## src/rtl/assert_macros.svh

```systemverilog
// Assertion macros shared by the line editor RTL.
`ifndef ASSERT_MACROS_SVH
`define ASSERT_MACROS_SVH

// Checked on every rising edge of i_clk while i_rst_n is high.
`define LEIB_CHECK(lbl, prop, msg) \
    lbl: assert property (@(posedge i_clk) disable iff (!i_rst_n) (prop)) else $error(msg);

// Checked on every rising edge of i_clk, during reset too.
`define LEIB_CHECK_ALWAYS(lbl, prop, msg) \
    lbl: assert property (@(posedge i_clk) (prop)) else $error(msg);

`endif

```

## src/rtl/leib_pkg.sv

```systemverilog
// Package with types and key codes of the line editing input buffer.
`timescale 1ns / 1ps
package leib_pkg;

    localparam int BUFFER_DEPTH_DEF = 128;

    localparam logic [7:0] KEY_NUL  = 8'h00;
    localparam logic [7:0] KEY_CR   = 8'h0D;
    localparam logic [7:0] KEY_NL   = 8'h0A;
    localparam logic [7:0] KEY_EOF  = 8'h04;
    localparam logic [7:0] KEY_KILL = 8'h15;
    localparam logic [7:0] KEY_BS   = 8'h08;
    localparam logic [7:0] KEY_DEL  = 8'h7F;
    localparam logic [7:0] KEY_DUMP = 8'h10;

    localparam logic KIND_KEY  = 1'b0;
    localparam logic KIND_READ = 1'b1;

    localparam logic [6:0] ERASE_MAX = 7'd127;

    typedef enum logic {
        S_IDLE,
        S_READ
    } t_state;

    typedef struct packed {
        logic       echo_valid;
        logic [7:0] echo_char;
        logic [6:0] erase_count;
        logic       dump_request;
        logic       line_ready;
        logic       read_valid;
        logic [7:0] read_char;
        logic       read_end;
        logic       read_eof;
        logic       read_empty;
    } t_result;

endpackage

```

## src/rtl/leib_ram.sv

```systemverilog
// Generic single-port-write, single-port-read RAM with registered read data.
`timescale 1ns / 1ps
module leib_ram #(
    parameter int WIDTH = 8,
    parameter int DEPTH = 128
) (
    input  logic                     i_clk,
    input  logic                     i_we,
    input  logic [$clog2(DEPTH)-1:0] i_waddr,
    input  logic [WIDTH-1:0]         i_wdata,
    input  logic [$clog2(DEPTH)-1:0] i_raddr,
    output logic [WIDTH-1:0]         o_rdata
);

    logic [WIDTH-1:0] r_mem [DEPTH];
    logic [WIDTH-1:0] r_rdata;

    always_ff @(posedge i_clk) begin
        if (i_we) begin
            r_mem[i_waddr] <= i_wdata;
        end
        r_rdata <= r_mem[i_raddr];
    end

    assign o_rdata = r_rdata;

endmodule

```

## src/rtl/line_editing_input_buffer.sv

```systemverilog
// Top level of the canonical line editor over a ring of bytes.
// A keystroke result is in the output register the cycle after acceptance; a
// read result passes first through the registered line memory read, then the output register.
// Throughput: one keystroke per cycle, given a consumer that takes results as
// they appear; no new item is accepted while a read request is in S_READ.
// Reset clears the read, commit and edit indices and the output valid; the line
// memory is not cleared, since only committed entries are ever read.
`timescale 1ns / 1ps
`include "assert_macros.svh"
module line_editing_input_buffer #(
    parameter int BUFFER_DEPTH = leib_pkg::BUFFER_DEPTH_DEF
) (
    input  logic       i_clk,
    input  logic       i_rst_n,
    input  logic       i_in_valid,
    output logic       o_in_ready,
    input  logic       i_kind,
    input  logic [7:0] i_key_code,
    input  logic       i_read_started,
    output logic       o_out_valid,
    input  logic       i_out_ready,
    output logic       o_echo_valid,
    output logic [7:0] o_echo_char,
    output logic [6:0] o_erase_count,
    output logic       o_dump_request,
    output logic       o_line_ready,
    output logic       o_read_valid,
    output logic [7:0] o_read_char,
    output logic       o_read_end,
    output logic       o_read_eof,
    output logic       o_read_empty
);
    import leib_pkg::*;

    localparam int AW = $clog2(BUFFER_DEPTH);
    localparam int IW = AW + 1;
    localparam int CW = (IW > 7) ? IW : 7;
    localparam logic [IW:0]   MOD_W   = (IW + 1)'(2 * BUFFER_DEPTH);
    localparam logic [IW-1:0] IDX_MAX = IW'(2 * BUFFER_DEPTH - 1);
    localparam logic [IW-1:0] DEPTH_W = IW'(BUFFER_DEPTH);

    // Indices run modulo twice the depth so that full and empty differ.
    function automatic logic [IW-1:0] idx_inc(input logic [IW-1:0] x);
        return (x == IDX_MAX) ? '0 : x + 1'b1;
    endfunction

    function automatic logic [IW-1:0] idx_dec(input logic [IW-1:0] x);
        return (x == '0) ? IDX_MAX : x - 1'b1;
    endfunction

    function automatic logic [IW-1:0] idx_diff(input logic [IW-1:0] a,
                                               input logic [IW-1:0] b);
        return (a >= b) ? a - b : a - b + MOD_W[IW-1:0];
    endfunction

    function automatic logic [AW-1:0] idx_addr(input logic [IW-1:0] x);
        logic [IW-1:0] v;
        v = (x >= DEPTH_W) ? x - DEPTH_W : x;
        return v[AW-1:0];
    endfunction

    t_state        r_state, n_state;
    t_result       r_res, n_res;
    logic          r_out_valid, n_out_valid;
    logic          r_started, n_started;
    logic [IW-1:0] r_read_idx, n_read_idx;
    logic [IW-1:0] r_commit_idx, n_commit_idx;
    logic [IW-1:0] r_edit_idx, n_edit_idx;

    logic          in_acc;
    logic          we;
    logic [7:0]    wdata;
    logic [7:0]    rd_data;
    logic [7:0]    key;
    logic [IW-1:0] edit_inc;
    logic [CW-1:0] kill_cnt;
    logic [IW-1:0] fill_rc;
    logic [IW-1:0] fill_er;

    assign o_in_ready = (r_state == S_IDLE) && (!r_out_valid || i_out_ready);
    assign in_acc     = i_in_valid && o_in_ready;
    assign edit_inc   = idx_inc(r_edit_idx);
    assign kill_cnt   = CW'(idx_diff(r_edit_idx, r_commit_idx));
    assign fill_rc    = idx_diff(r_commit_idx, r_read_idx);
    assign fill_er    = idx_diff(r_edit_idx, r_read_idx);
    assign key        = (i_key_code == KEY_CR) ? KEY_NL : i_key_code;

    // Keystrokes write the memory only in S_IDLE and reads use the data only in
    // S_READ, where no item is accepted, so a read never meets a write in flight.
    leib_ram #(
        .WIDTH (8),
        .DEPTH (BUFFER_DEPTH)
    ) u_line_store (
        .i_clk   (i_clk),
        .i_we    (we),
        .i_waddr (idx_addr(r_edit_idx)),
        .i_wdata (wdata),
        .i_raddr (idx_addr(r_read_idx)),
        .o_rdata (rd_data)
    );

    always_comb begin
        n_state      = r_state;
        n_res        = r_res;
        n_out_valid  = r_out_valid && !i_out_ready;
        n_started    = r_started;
        n_read_idx   = r_read_idx;
        n_commit_idx = r_commit_idx;
        n_edit_idx   = r_edit_idx;
        we           = 1'b0;
        wdata        = key;
        case (r_state)
            S_IDLE: begin
                if (in_acc) begin
                    if (i_kind == KIND_READ) begin
                        n_state   = S_READ;
                        n_started = i_read_started;
                    end else begin
                        n_res       = '0;
                        n_out_valid = 1'b1;
                        if (i_key_code == KEY_DUMP) begin
                            n_res.dump_request = 1'b1;
                        end else if (i_key_code == KEY_KILL) begin
                            n_edit_idx = r_commit_idx;
                            n_res.erase_count = (kill_cnt > CW'(ERASE_MAX)) ?
                                                ERASE_MAX : kill_cnt[6:0];
                        end else if (i_key_code == KEY_BS || i_key_code == KEY_DEL) begin
                            if (r_edit_idx != r_commit_idx) begin
                                n_edit_idx        = idx_dec(r_edit_idx);
                                n_res.erase_count = 7'd1;
                            end
                        end else if (i_key_code != KEY_NUL && fill_er < DEPTH_W) begin
                            we               = 1'b1;
                            n_edit_idx       = edit_inc;
                            n_res.echo_valid = 1'b1;
                            n_res.echo_char  = key;
                            if (key == KEY_NL || key == KEY_EOF ||
                                idx_diff(edit_inc, r_read_idx) == DEPTH_W) begin
                                n_commit_idx     = edit_inc;
                                n_res.line_ready = 1'b1;
                            end
                        end
                    end
                end
            end
            S_READ: begin
                n_state     = S_IDLE;
                n_out_valid = 1'b1;
                n_res       = '0;
                if (r_read_idx == r_commit_idx) begin
                    n_res.read_empty = 1'b1;
                end else if (rd_data == KEY_EOF) begin
                    // The end-of-file mark stays for the next read call if this
                    // call already delivered bytes.
                    n_res.read_eof = 1'b1;
                    n_res.read_end = 1'b1;
                    if (!r_started) begin
                        n_read_idx = idx_inc(r_read_idx);
                    end
                end else begin
                    n_read_idx       = idx_inc(r_read_idx);
                    n_res.read_valid = 1'b1;
                    n_res.read_char  = rd_data;
                    n_res.read_end   = (rd_data == KEY_NL);
                end
            end
            default: begin
                n_state = S_IDLE;
            end
        endcase
    end

    always_ff @(posedge i_clk) begin
        if (!i_rst_n) begin
            r_state      <= S_IDLE;
            r_out_valid  <= 1'b0;
            r_read_idx   <= '0;
            r_commit_idx <= '0;
            r_edit_idx   <= '0;
        end else begin
            r_state      <= n_state;
            r_out_valid  <= n_out_valid;
            r_read_idx   <= n_read_idx;
            r_commit_idx <= n_commit_idx;
            r_edit_idx   <= n_edit_idx;
        end
        r_res     <= n_res;
        r_started <= n_started;
    end

    assign o_out_valid    = r_out_valid;
    assign o_echo_valid   = r_res.echo_valid;
    assign o_echo_char    = r_res.echo_char;
    assign o_erase_count  = r_res.erase_count;
    assign o_dump_request = r_res.dump_request;
    assign o_line_ready   = r_res.line_ready;
    assign o_read_valid   = r_res.read_valid;
    assign o_read_char    = r_res.read_char;
    assign o_read_end     = r_res.read_end;
    assign o_read_eof     = r_res.read_eof;
    assign o_read_empty   = r_res.read_empty;

    `LEIB_CHECK(a_index_order, (fill_rc <= fill_er) && (fill_er <= DEPTH_W), "ring indices out of order")
    `LEIB_CHECK(a_key_result, (in_acc && i_kind == KIND_KEY) |=> r_out_valid, "keystroke gave no result")
    `LEIB_CHECK(a_read_result, (in_acc && i_kind == KIND_READ) |=> ##1 r_out_valid, "read gave no result")
    `LEIB_CHECK(a_no_write_in_read, (r_state == S_READ) |-> !we, "memory written during a read")
    `LEIB_CHECK_ALWAYS(a_one_result, (r_res.read_empty && r_out_valid) |-> !r_res.read_valid, "empty read with data")

endmodule
```

## config.mk

```make
export PLATFORM = sky130hd
export DESIGN_NAME = line_editing_input_buffer
export DESIGN_NICKNAME = d
export VERILOG_FILES = /design/src/rtl/leib_pkg.sv /design/src/rtl/leib_ram.sv /design/src/rtl/line_editing_input_buffer.sv
export VERILOG_INCLUDE_DIRS = /design/src /design/src/rtl
export SDC_FILE = /design/constraint.sdc
export NUM_CORES = 1
export LEC_CHECK = 0
export BUFFER_PORTS_ARGS = -buffer_cell sky130_fd_sc_hd__buf_2
export CORE_MARGIN = 4
export CORE_UTILIZATION = 63
export CTS_CLUSTER_SIZE = 10
export DETAILED_ROUTE_END_ITERATION = 10
export PLACE_DENSITY = 0.79
export SYNTH_ARGS = -nofsm -noshare
export SYNTH_HDL_FRONTEND = slang
export SYNTH_SLANG_ARGS = --single-unit
```

## constraint.sdc

```tcl
create_clock -name i_clk -period 7.83 [get_ports i_clk]
set_clock_uncertainty 0.2 [all_clocks]
set_input_delay 1.1745 -clock i_clk [delete_from_list [all_inputs] [get_ports i_clk]]
set_output_delay 1.1745 -clock i_clk [all_outputs]
set_load 0.005 [all_outputs]
```

==> Yosys cells after proc, flatten, opt, wreduce, memory -nomap -nowiden <==
Memories as Yosys holds them, arrays and structs flattened. A register that Yosys moved wholly into a read port is not among the register bits.
Index checks and enable logic that the tools add are counted.
{ "totals": {"wordCells": 120, "ram_bits": 1024, "register_bits": 57, "mem_count": 1} }
{ "classes": {"eq_ne": 18, "muxes": 49, "addsub": 8, "n_reduce_logical": 18, "bitwise_logic": 6, "order_cmp": 4} }
{ "memory_table": {"columns": ["name", "depth", "word_bits", "rd", "rd_ports_with_merged_regs", "wr", "line_no", "source"], "rows": [
  ["u_line_store.r_mem", 128, 8, 1, 1, 1, "leib_ram.sv:15", "logic [WIDTH-1:0] r_mem [DEPTH];"]
]} }
{ "ops": {"columns": ["cell", "n"], "rows": [
  ["two-way mux 8 bit", 10],
  ["two-way mux 30 bit", 2],
  ["case mux 30 bit (2 select lines)", 1],
  ["two-way mux 9 bit", 4],
  ["two-way mux 7 bit", 5],
  ["equality test 8 x 4 -> 1 bit, second input constant", 4],
  ["equality test 8 bit, second input constant", 3],
  ["subtractor 8 bit", 3],
  ["two-way mux 1 bit", 23],
  ["adder 8 x 1 -> 8 bit, second input constant", 2],
  ["equality test 8 x 3 -> 1 bit, second input constant", 2],
  ["equality test 8 x 5 -> 1 bit, second input constant", 2],
  ["greater-or-equal comparator 8 bit, second input constant", 2],
  ["two-way mux 16 bit", 1],
  ["subtractor 7 x 1 -> 7 bit, second input constant", 2],
  ["two-way mux 11 bit", 1],
  ["equality test 8 x 7 -> 1 bit, second input constant", 1],
  ["equality test 8 bit", 1],
  ["greater-than comparator 8 x 7 -> 1 bit, second input constant", 1],
  ["zero test 8 bit", 1],
  ["less-than comparator 8 bit, second input constant", 1],
  ["inequality test 8 bit", 1],
  ["AND reduction 8 bit", 1],
  ["nonzero test 8 bit", 1],
  ["other kinds (12)", 28]
]} }

==> Logic depth before layout (Yosys ltp) <==
Gate-level depths: netlist (run 1).
{ "logic_depth": {"depth_word": 13, "ltp_mapped": 16, "depth_no_buf": 13} }

==> Modules after synthesis <==
A second synthesis (run 1) with hierarchy kept.
{ "unflattened": {"hier_cells": 2071, "area_unflattened_um2": 43530.5} }
{ "modules_own_cells": {"columns": ["module", "area_each_um2", "cells_per_inst", "instances"], "rows": [
  ["leib_ram", 39665.5, 1635, 1],
  ["line_editing_input_buffer", 3865.0, 436, 1]
]} }

==> Worst setup path after synthesis (run 1) <==
OpenSTA, ideal clock, no wires.
{ "synth_timing": {"path_kind": "input to register", "from": "in i_key_code[3]", "to": "mem u_line_store.r_mem[0][0] (data pin)", "path_buffers": 1, "required_time_ps": 6795, "slack_ps": 1827, "t_arrival_ps": 4968, "stages": 5, "setup_ps": 835, "cell_sequence": "buf_4 > nor2b_1 > and3_1 > and2_1 > nor2b_1"} }
{ "synth_via": {"elab_chain_cells": 2} }
{ "synth_rtl": {"columns": ["element", "line_no", "source"], "rows": [
  ["start: declaration", "line_editing_input_buffer.sv:18", "input logic [7:0] i_key_code,"],
  ["equality test 8 x 4 -> 1 bit", "line_editing_input_buffer.sv:86", "assign key = (i_key_code == KEY_CR) ? KEY_NL : i_key_code;"],
  ["two-way mux 8 bit", "line_editing_input_buffer.sv:86", null],
  ["named net key[0]", "line_editing_input_buffer.sv:74", "logic [7:0] key;"],
  ["end: declaration", "leib_ram.sv:15", null]
]} }
The timed path passes the listed nets, and every way through them passes these cells.

==> Worst setup path in the final report (run 1) <==
{ "layout_timing": {"from": "in i_key_code[3]", "to": "mem u_line_store.r_mem[12][5] (enable)"} }
{ "layout_via": {"elab_chain_cells": 11} }
{ "layout_rtl": {"columns": ["element", "line_no", "source"], "rows": [
  ["nonzero test 8 bit", "line_editing_input_buffer.sv:132", "end else if (i_key_code != KEY_NUL && fill_er < DEPTH_W) begin"],
  ["logical AND 1 bit", "line_editing_input_buffer.sv:132", null],
  ["two-way mux 1 bit", "line_editing_input_buffer.sv:132", null],
  ["two-way mux 1 bit", "line_editing_input_buffer.sv:127", "end else if (i_key_code == KEY_BS || i_key_code == KEY_DEL) begin"],
  ["two-way mux 1 bit", "line_editing_input_buffer.sv:123", "end else if (i_key_code == KEY_KILL) begin"],
  ["two-way mux 1 bit (*)", "line_editing_input_buffer.sv:121", "if (i_key_code == KEY_DUMP) begin"],
  ["two-way mux 1 bit (*)", "line_editing_input_buffer.sv:115", "if (i_kind == KIND_READ) begin"],
  ["two-way mux 1 bit (*)", "line_editing_input_buffer.sv:114", "if (in_acc) begin"],
  ["two-way mux 1 bit (*)", "line_editing_input_buffer.sv:112", "case (r_state)"],
  ["two-way mux 1 bit (*)", "leib_ram.sv:19", "if (i_we) begin"],
  ["two-way mux 1 bit (implied by the code) (*)", "leib_ram.sv:20", "r_mem[i_waddr] <= i_wdata;"]
]} }
Mark *: on every way between the ends. The rest lies on a longest branch, timed or not.

==> summary.txt, run 1 <==
Die X: 271 um
global-route wire length before repair: 167000 um
CP Buf/Inv Count: 2
DRT antenna net count: 0
row count: 96
FFs w/ async S/R, synth: 0%
routed wl met3: 14200 um
RSZ-0062 raised after global routing: false
# port buffers: 45
Layout Nets: 2418
Max FO, Critical Path: 78
die height: 271 um
initial drt markers: 4024
synthesis-stage register bit count: 1089
# Post-CTS Setup Buffers: 0
gr ovfl total: 0
clock sinks: 1089
share of cells above drive strength 1: 21.2%
Unique masters post-synth: 71
Least-Margin Pin Slew: 1.23 ns
io pins: 46
most common cell in the netlist: edfxtp_1
Fin. Hold Viols: 0
Vias/cell: 7.14
setup violators final: 0
multi-input gate area in the final layout: 10700 um^2
GRT Util Overall: 31.2%
Starting Density: 63.6%
fin crit share: 70.1%
vias in the first global route: 23800
via count: 24100
First-pass DRT Iterations: 6
Critical Path Start Type: input port
post-CTS sizing: 0
Max-slew headroom: 17.7%
hold buffers post-CTS: 0
Mapped Cells: 2294
number of max-cap violations: 0
metal2 WL: 53600 um
Syn Std Cell Area: 43700 um^2
Finished Layout Cells: 3370
PD cells: 244 nW/um^2
Worst EP arrival: 5.58 ns
Synth area leaders: edfxtp_1 (73%), mux4_2 (14%), nor2_1 (1.8%)
ANT cells: 0
crit path cell chain: buf_4 > nor2_1 > and3_4 > or3_1 > a2111oi_4 > o2111ai_2 > buf_4 > nor2_1
Ys Warns: 0
Hold WC Path Type: flop to flop
leading post-synthesis cells by instance count: edfxtp_1 (1055), mux4_2 (269), nor2_1 (207)
CP Class: input port to flop
Peak VDD IR: 174 uV
DR top layer: met4
post-synthesis sequential area ratio: 74.1%
Post-Route WL: 114000 um
Max Freq: 182 MHz
syn_nets: 2333
initial antenna violation count: 1
Post-synth top flop: edfxtp_1
Syn-to-layout area delta: 10.7%
leakage: 0.0150 uW
placer congestion estimate: 0.937
CTS root buf: clkbuf_16
EDFF count, synth: 1055
syn_area_per_cell: 19.0 um^2
pins over their slew limit: 0
register area: 32400 um^2
Layout fillers: 3983
status: finished clean
dpl cells: 3188
met1 WL: 40200 um
Avg WL per Cell: 33.7 um
pin count of the biggest net entering global routing: 139
Synth top area share: 72.5%
H-Tree Depth: 3
clk_lat worst skew: 0.68 ns
number of remaining DRC errors: 0
clock-pin transition on the worst setup and hold timing paths: 0.05 ns
Top delay family on crit path: simple AND/OR/NAND/NOR gates
Final TNS setup: 0 ns
TritonCTS Buffers: 120
die area: 73600 um^2
crit end category: flop
fin crit period: 5.49 ns
dpl hpwl: 65100 um
largest area contributor in the netlist: edfxtp_1
CTS tree: built
CORE AREA: 68700 um^2
slowest CP cell: a2111oi_4
max incr delay on CP: 0.77 ns
clock buffer depth: 3
required time worst endpoint: 7.92 ns
==> state kept, by name, summed over array words and instances (netlist names), 7 cells and up <==
| register | count |
|---|---|
| o_echo_char | 8 |
| u_line_store.r_mem | 1024 |
| o_erase_count | 7 |
| r_read_idx | 8 |
| r_edit_idx | 8 |
| r_commit_idx | 8 |
| o_read_char | 8 |
| u_line_store.o_rdata | 8 |
==> metal layers <==
layer,GRT usage [%],up-vias
met4,13.3,0
met2,48.3,2089
met3,6.99,332
li1,-,9472
met5,0,-
met1,44.0,12200
==> area by class of cell <==
cell class	instances	area share [%]
Clock inverter	4	0.0673
Sequential cell	1089	67.0
Inverter	28	0.217
Clock buffer	178	6.95
Timing Repair Buffer	83	1.19
Tap cell	931	2.41
Multi-Input combinational cell	1057	22.2
==> layout by cell type (no fill, tap or decap), types with 12 or more instances in the layout <==
cell type / n
a211oi_1: 15
a21oi_1: 52
a22oi_1: 13
and2_1: 26
buf_2: 40
buf_4: 38
clkbuf_1: 51
clkbuf_16: 126
dfxtp_1: 30
edfxtp_1: 1055
ha_1: 24
inv_1: 24
mux2i_1: 36
mux4_2: 269
nand2_1: 99
nand3_1: 38
nand4_1: 12
nor2_1: 207
nor2b_1: 12
nor3_1: 27
o21ai_0: 39
o22ai_1: 17
xnor2_1: 14
xor2_1: 13
==> cell families after synthesis <==
| family | share of synthesized area [%] |
|---|---|
| AOI/OAI and AO/OA | 3.29 |
| xor gates and xnor gates | 0.541 |
| adders and majority gates | 0.733 |
| buffers and inverters | 1.50 |
| DFF | 74.1 |
| muxes | 14.8 |
| and+or+nand+nor | 5.01 |
==> stage by stage <==
stage	hold WS (ns)	worst slack [ns]	power (uW)	utilization [%]	cell area, um^2
6_report	0.356	2.34	11800	70.4	48300
5_1_grt	0.381	2.12	12100	70.4	48300
4_1_cts	0.348	2.44	11800	70.4	48300
3_5_place_dp	0.333	1.75	6890	65.4	45000
3_3_place_gp	0.320	2.00	6880	65.4	45000
2_1_floorplan	0.283	1.83	6740	-	43700
==> worst reg2reg max path: stages, from the launching register on <==
cell and delay, ns:
dfxtp_1 0.29, buf_4 0.22, inv_1 0.61, ha_1 0.39, a21oi_1 0.14, o21ai_1 0.19, a2111oi_4 0.83, o2111ai_2 0.69
buf_4 0.51, nor2_1 0.67
==> report_power, final <==
group,internal (uW),total (uW),leakage [uW],switching [uW]
combinational,80.9,346,0.00357,265
sequential,6420,6430,0.00978,13.1
clock,2900,5040,0.00163,2140
total,9400,11800,0.0150,2420
==> final timing paths <==
kind | start | endpoint | slack, ns | cells past startpoint
max reg2reg | r_read_idx[5] | u_line_store.r_mem[12][5] | 2.70 | 9
min reg2reg | r_commit_idx[2] | r_commit_idx[2] | 0.36 | 2
min | r_commit_idx[2] | r_commit_idx[2] | 0.36 | 2
max | i_key_code[3] | u_line_store.r_mem[12][5] | 2.34 | 8
Power figures use the tool's default switching activity.
==> run 2: changes to the inputs <==
==> constraint.sdc (replaced) <==
create_clock -name i_clk -period 5.34 [get_ports i_clk]
set_clock_uncertainty 0.2 [all_clocks]
set_input_delay 0.801 -clock i_clk [delete_from_list [all_inputs] [get_ports i_clk]]
set_output_delay 0.801 -clock i_clk [all_outputs]
set_load 0.005 [all_outputs]
==> run 2 against run 1 <==
  * The run now ends with capacitance limit, slew limit left
  * Critical endpoint is now u_line_store.r_mem[64][7]
  * Wire length up 0.50%
  * Power grew 45%
  * Flip-flop and latch count did not move
  * Critical path depth did not move
  * Die area stayed put
  * Core utilization barely moved
==> summary.txt, run 2 (synthesis results as in run 1) <==
status: complete, but fails checks (was finished clean)
failing checks: capacitance limit, slew limit
Syn-to-layout area delta: 10.7% (about the same)
Fin. Hold Viols: 0 (unchanged)
Starting Density: 63.6% (unchanged)
Vias/cell: 7.22 (was 7.14)
dpl ws: 0.388 ns (was 1.75 ns)
GRT Util Overall: 31.3% (was 31.2%)
Post-Route WL: 114000 um (about the same)
r2r setup slk: 1.05 ns (was 2.70 ns)
post-CTS sizing: 0 (unchanged)
pin count of the biggest net entering global routing: 138 (was 139)
Final WS setup: 0.986 ns (was 2.34 ns)
Worst EP arrival: 4.45 ns (was 5.58 ns)
global-route wire length before repair: 167000 um (about the same)
CTS root buf: clkbuf_16 (unchanged)
die height: 271 um (unchanged)
Critical Path Start Type: input port (unchanged)
Die X: 271 um (unchanged)
crit end category: flop (unchanged)
commonest non-fill, non-tap cell in the layout: edfxtp_1 (unchanged)
clk_lat worst skew: 0.69 ns (was 0.68 ns)
hold depth: 1 (was 2)
Peak VDD IR: 266 uV (was 174 uV)
initial drt markers: 4036 (was 4024)
pins over their slew limit: 12 (was 0)
setup violators final: 0 (unchanged)
PD cells: 355 nW/um^2 (was 244 nW/um^2)
most frequent cells in the layout: edfxtp_1 (1055), mux4_2 (269), nor2_1 (207), clkbuf_16 (120), nand2_1 (99) (was edfxtp_1 (1055), mux4_2 (269), nor2_1 (207), clkbuf_16 (126), nand2_1 (99))
vias in the first global route: 24100 (was 23800)
initial antenna violation count: 0 (was 1)
fin crit period: 4.35 ns
H-Tree Depth: 3 (unchanged)
Hold Startpoint: i_read_started (was r_commit_idx[2])
RSZ-0062 raised after global routing: false (unchanged)
post-route cell area: 48400 um^2 (was 48300 um^2)
register bank with the most flops: u_line_store.r_mem (unchanged)
Design Power: 17200 uW (was 11800 uW)
via count: 24300 (was 24100)
Max-slew headroom: -0.153% (was 17.7%)
die area: 73600 um^2 (unchanged)
final worst hold slack: 0.113 ns (was 0.356 ns)
ANT cells: 0 (unchanged)
hold-critical path endpoint: r_started (was r_commit_idx[2])
First-pass DRT Iterations: 6 (unchanged)
Cell Area, Placed: 45100 um^2 (was 45000 um^2)
dpl hpwl: 64900 um (was 65100 um)
row count: 96 (unchanged)
RR Endpoint: u_line_store.r_mem[25][3] (was u_line_store.r_mem[12][5])
Layout Nets: 2435 (was 2418)
reg2reg start: r_read_idx[2] (was r_read_idx[5])
clock sinks: 1089 (unchanged)
fin crit share: 81.5%
Least-Margin Pin Slew: 1.50 ns (was 1.23 ns)
Avg WL per Cell: 33.9 um (was 33.7 um)
clock buffer depth: 3 (unchanged)
number of remaining DRC errors: 0 (unchanged)
number of max-cap violations: 1 (was 0)
TritonCTS Buffers: 120 (unchanged)
DRT antenna net count: 0 (unchanged)
CORE AREA: 68700 um^2 (unchanged)
# port buffers: 45 (unchanged)
io pins: 46 (unchanged)
required time worst endpoint: 5.44 ns (was 7.92 ns)
# Post-CTS Setup Buffers: 0 (unchanged)
CTS tree: built (unchanged)
gr ovfl total: 0 (unchanged)
Max FO, Critical Path: 46 (was 78)
placer congestion estimate: 0.928 (was 0.937)
Hold WC Path Type: input port to flop (was flop to flop)
hold buffers post-CTS: 0 (unchanged)
leakage: 0.0150 uW (about the same)
R2R cell count: 10 (was 9)
share of cells above drive strength 1: 21.8% (was 21.2%)
CP Class: input port to flop (unchanged)
Max Freq: 230 MHz
clock-pin transition on the worst setup and hold timing paths: 0.06 ns (was 0.05 ns)
max reg flops: 1024 (unchanged)
-- run 2: worst max path at each step --
stage / startpoint / endpoint / slack [ns] / depth (start not counted)
floorplan: i_key_code[3] / u_line_store.r_mem[0][0] / -0.29 / 5
global placement: i_key_code[6] / u_line_store.r_mem[64][2] / 0.50 / 8
detailed placement: i_key_code[6] / u_line_store.r_mem[64][6] / 0.39 / 8
CTS: r_read_idx[2] / u_line_store.r_mem[27][6] / 1.09 / 10
global route: r_edit_idx[1] / r_commit_idx[2] / 0.77 / 13
finish: i_key_code[6] / u_line_store.r_mem[64][7] / 0.99 / 8
-- run 2: metal layers --
| layer | share of wire [%] | global-route usage [%] |
|---|---|---|
| met2 | 47 | 48.4 |
| met1 | 35 | 44.3 |
| met5 | 0 | 0 |
| met3 | 14 | 7.84 |
| met4 | 4.5 | 12.1 |
-- run 2: report_power, final --
part / internal [uW] / leakage, uW / total [uW] / switching, uW
Sequential: 9410 / 0.00978 / 9430 / 17.5
Combinational: 125 / 0.00367 / 504 / 379
Clock: 4060 / 0.00158 / 7220 / 3160
-- run 2: stage by stage --
step,cells,setup TNS (ns),utilization [%]
3_3_place_gp,3205,0,65.7
6_report,3369,0,70.4
5_1_grt,3369,0,70.4
2_1_floorplan,2294,-74.22,-
4_1_cts,3369,0,70.4
3_5_place_dp,3205,0,65.7
-- run 2: critical path, cell delays in order --
cell	delay [ns]
buf_4	0.45
nor3_1	0.21
and3_4	0.24
or3_1	0.55
nor4_4	0.67
o21ai_2	0.58
buf_4	0.38
nor2_1	0.56
-- run 2: final cells by class --
class,count,area [um^2]
clock buffers,156,3160
clock inverters,8,93.8
fillers,3968,20300
inverters,28,105
multi-input cells,1057,10700
flip-flops and latches,1089,32400
well taps,931,1160
repair buffers,100,763
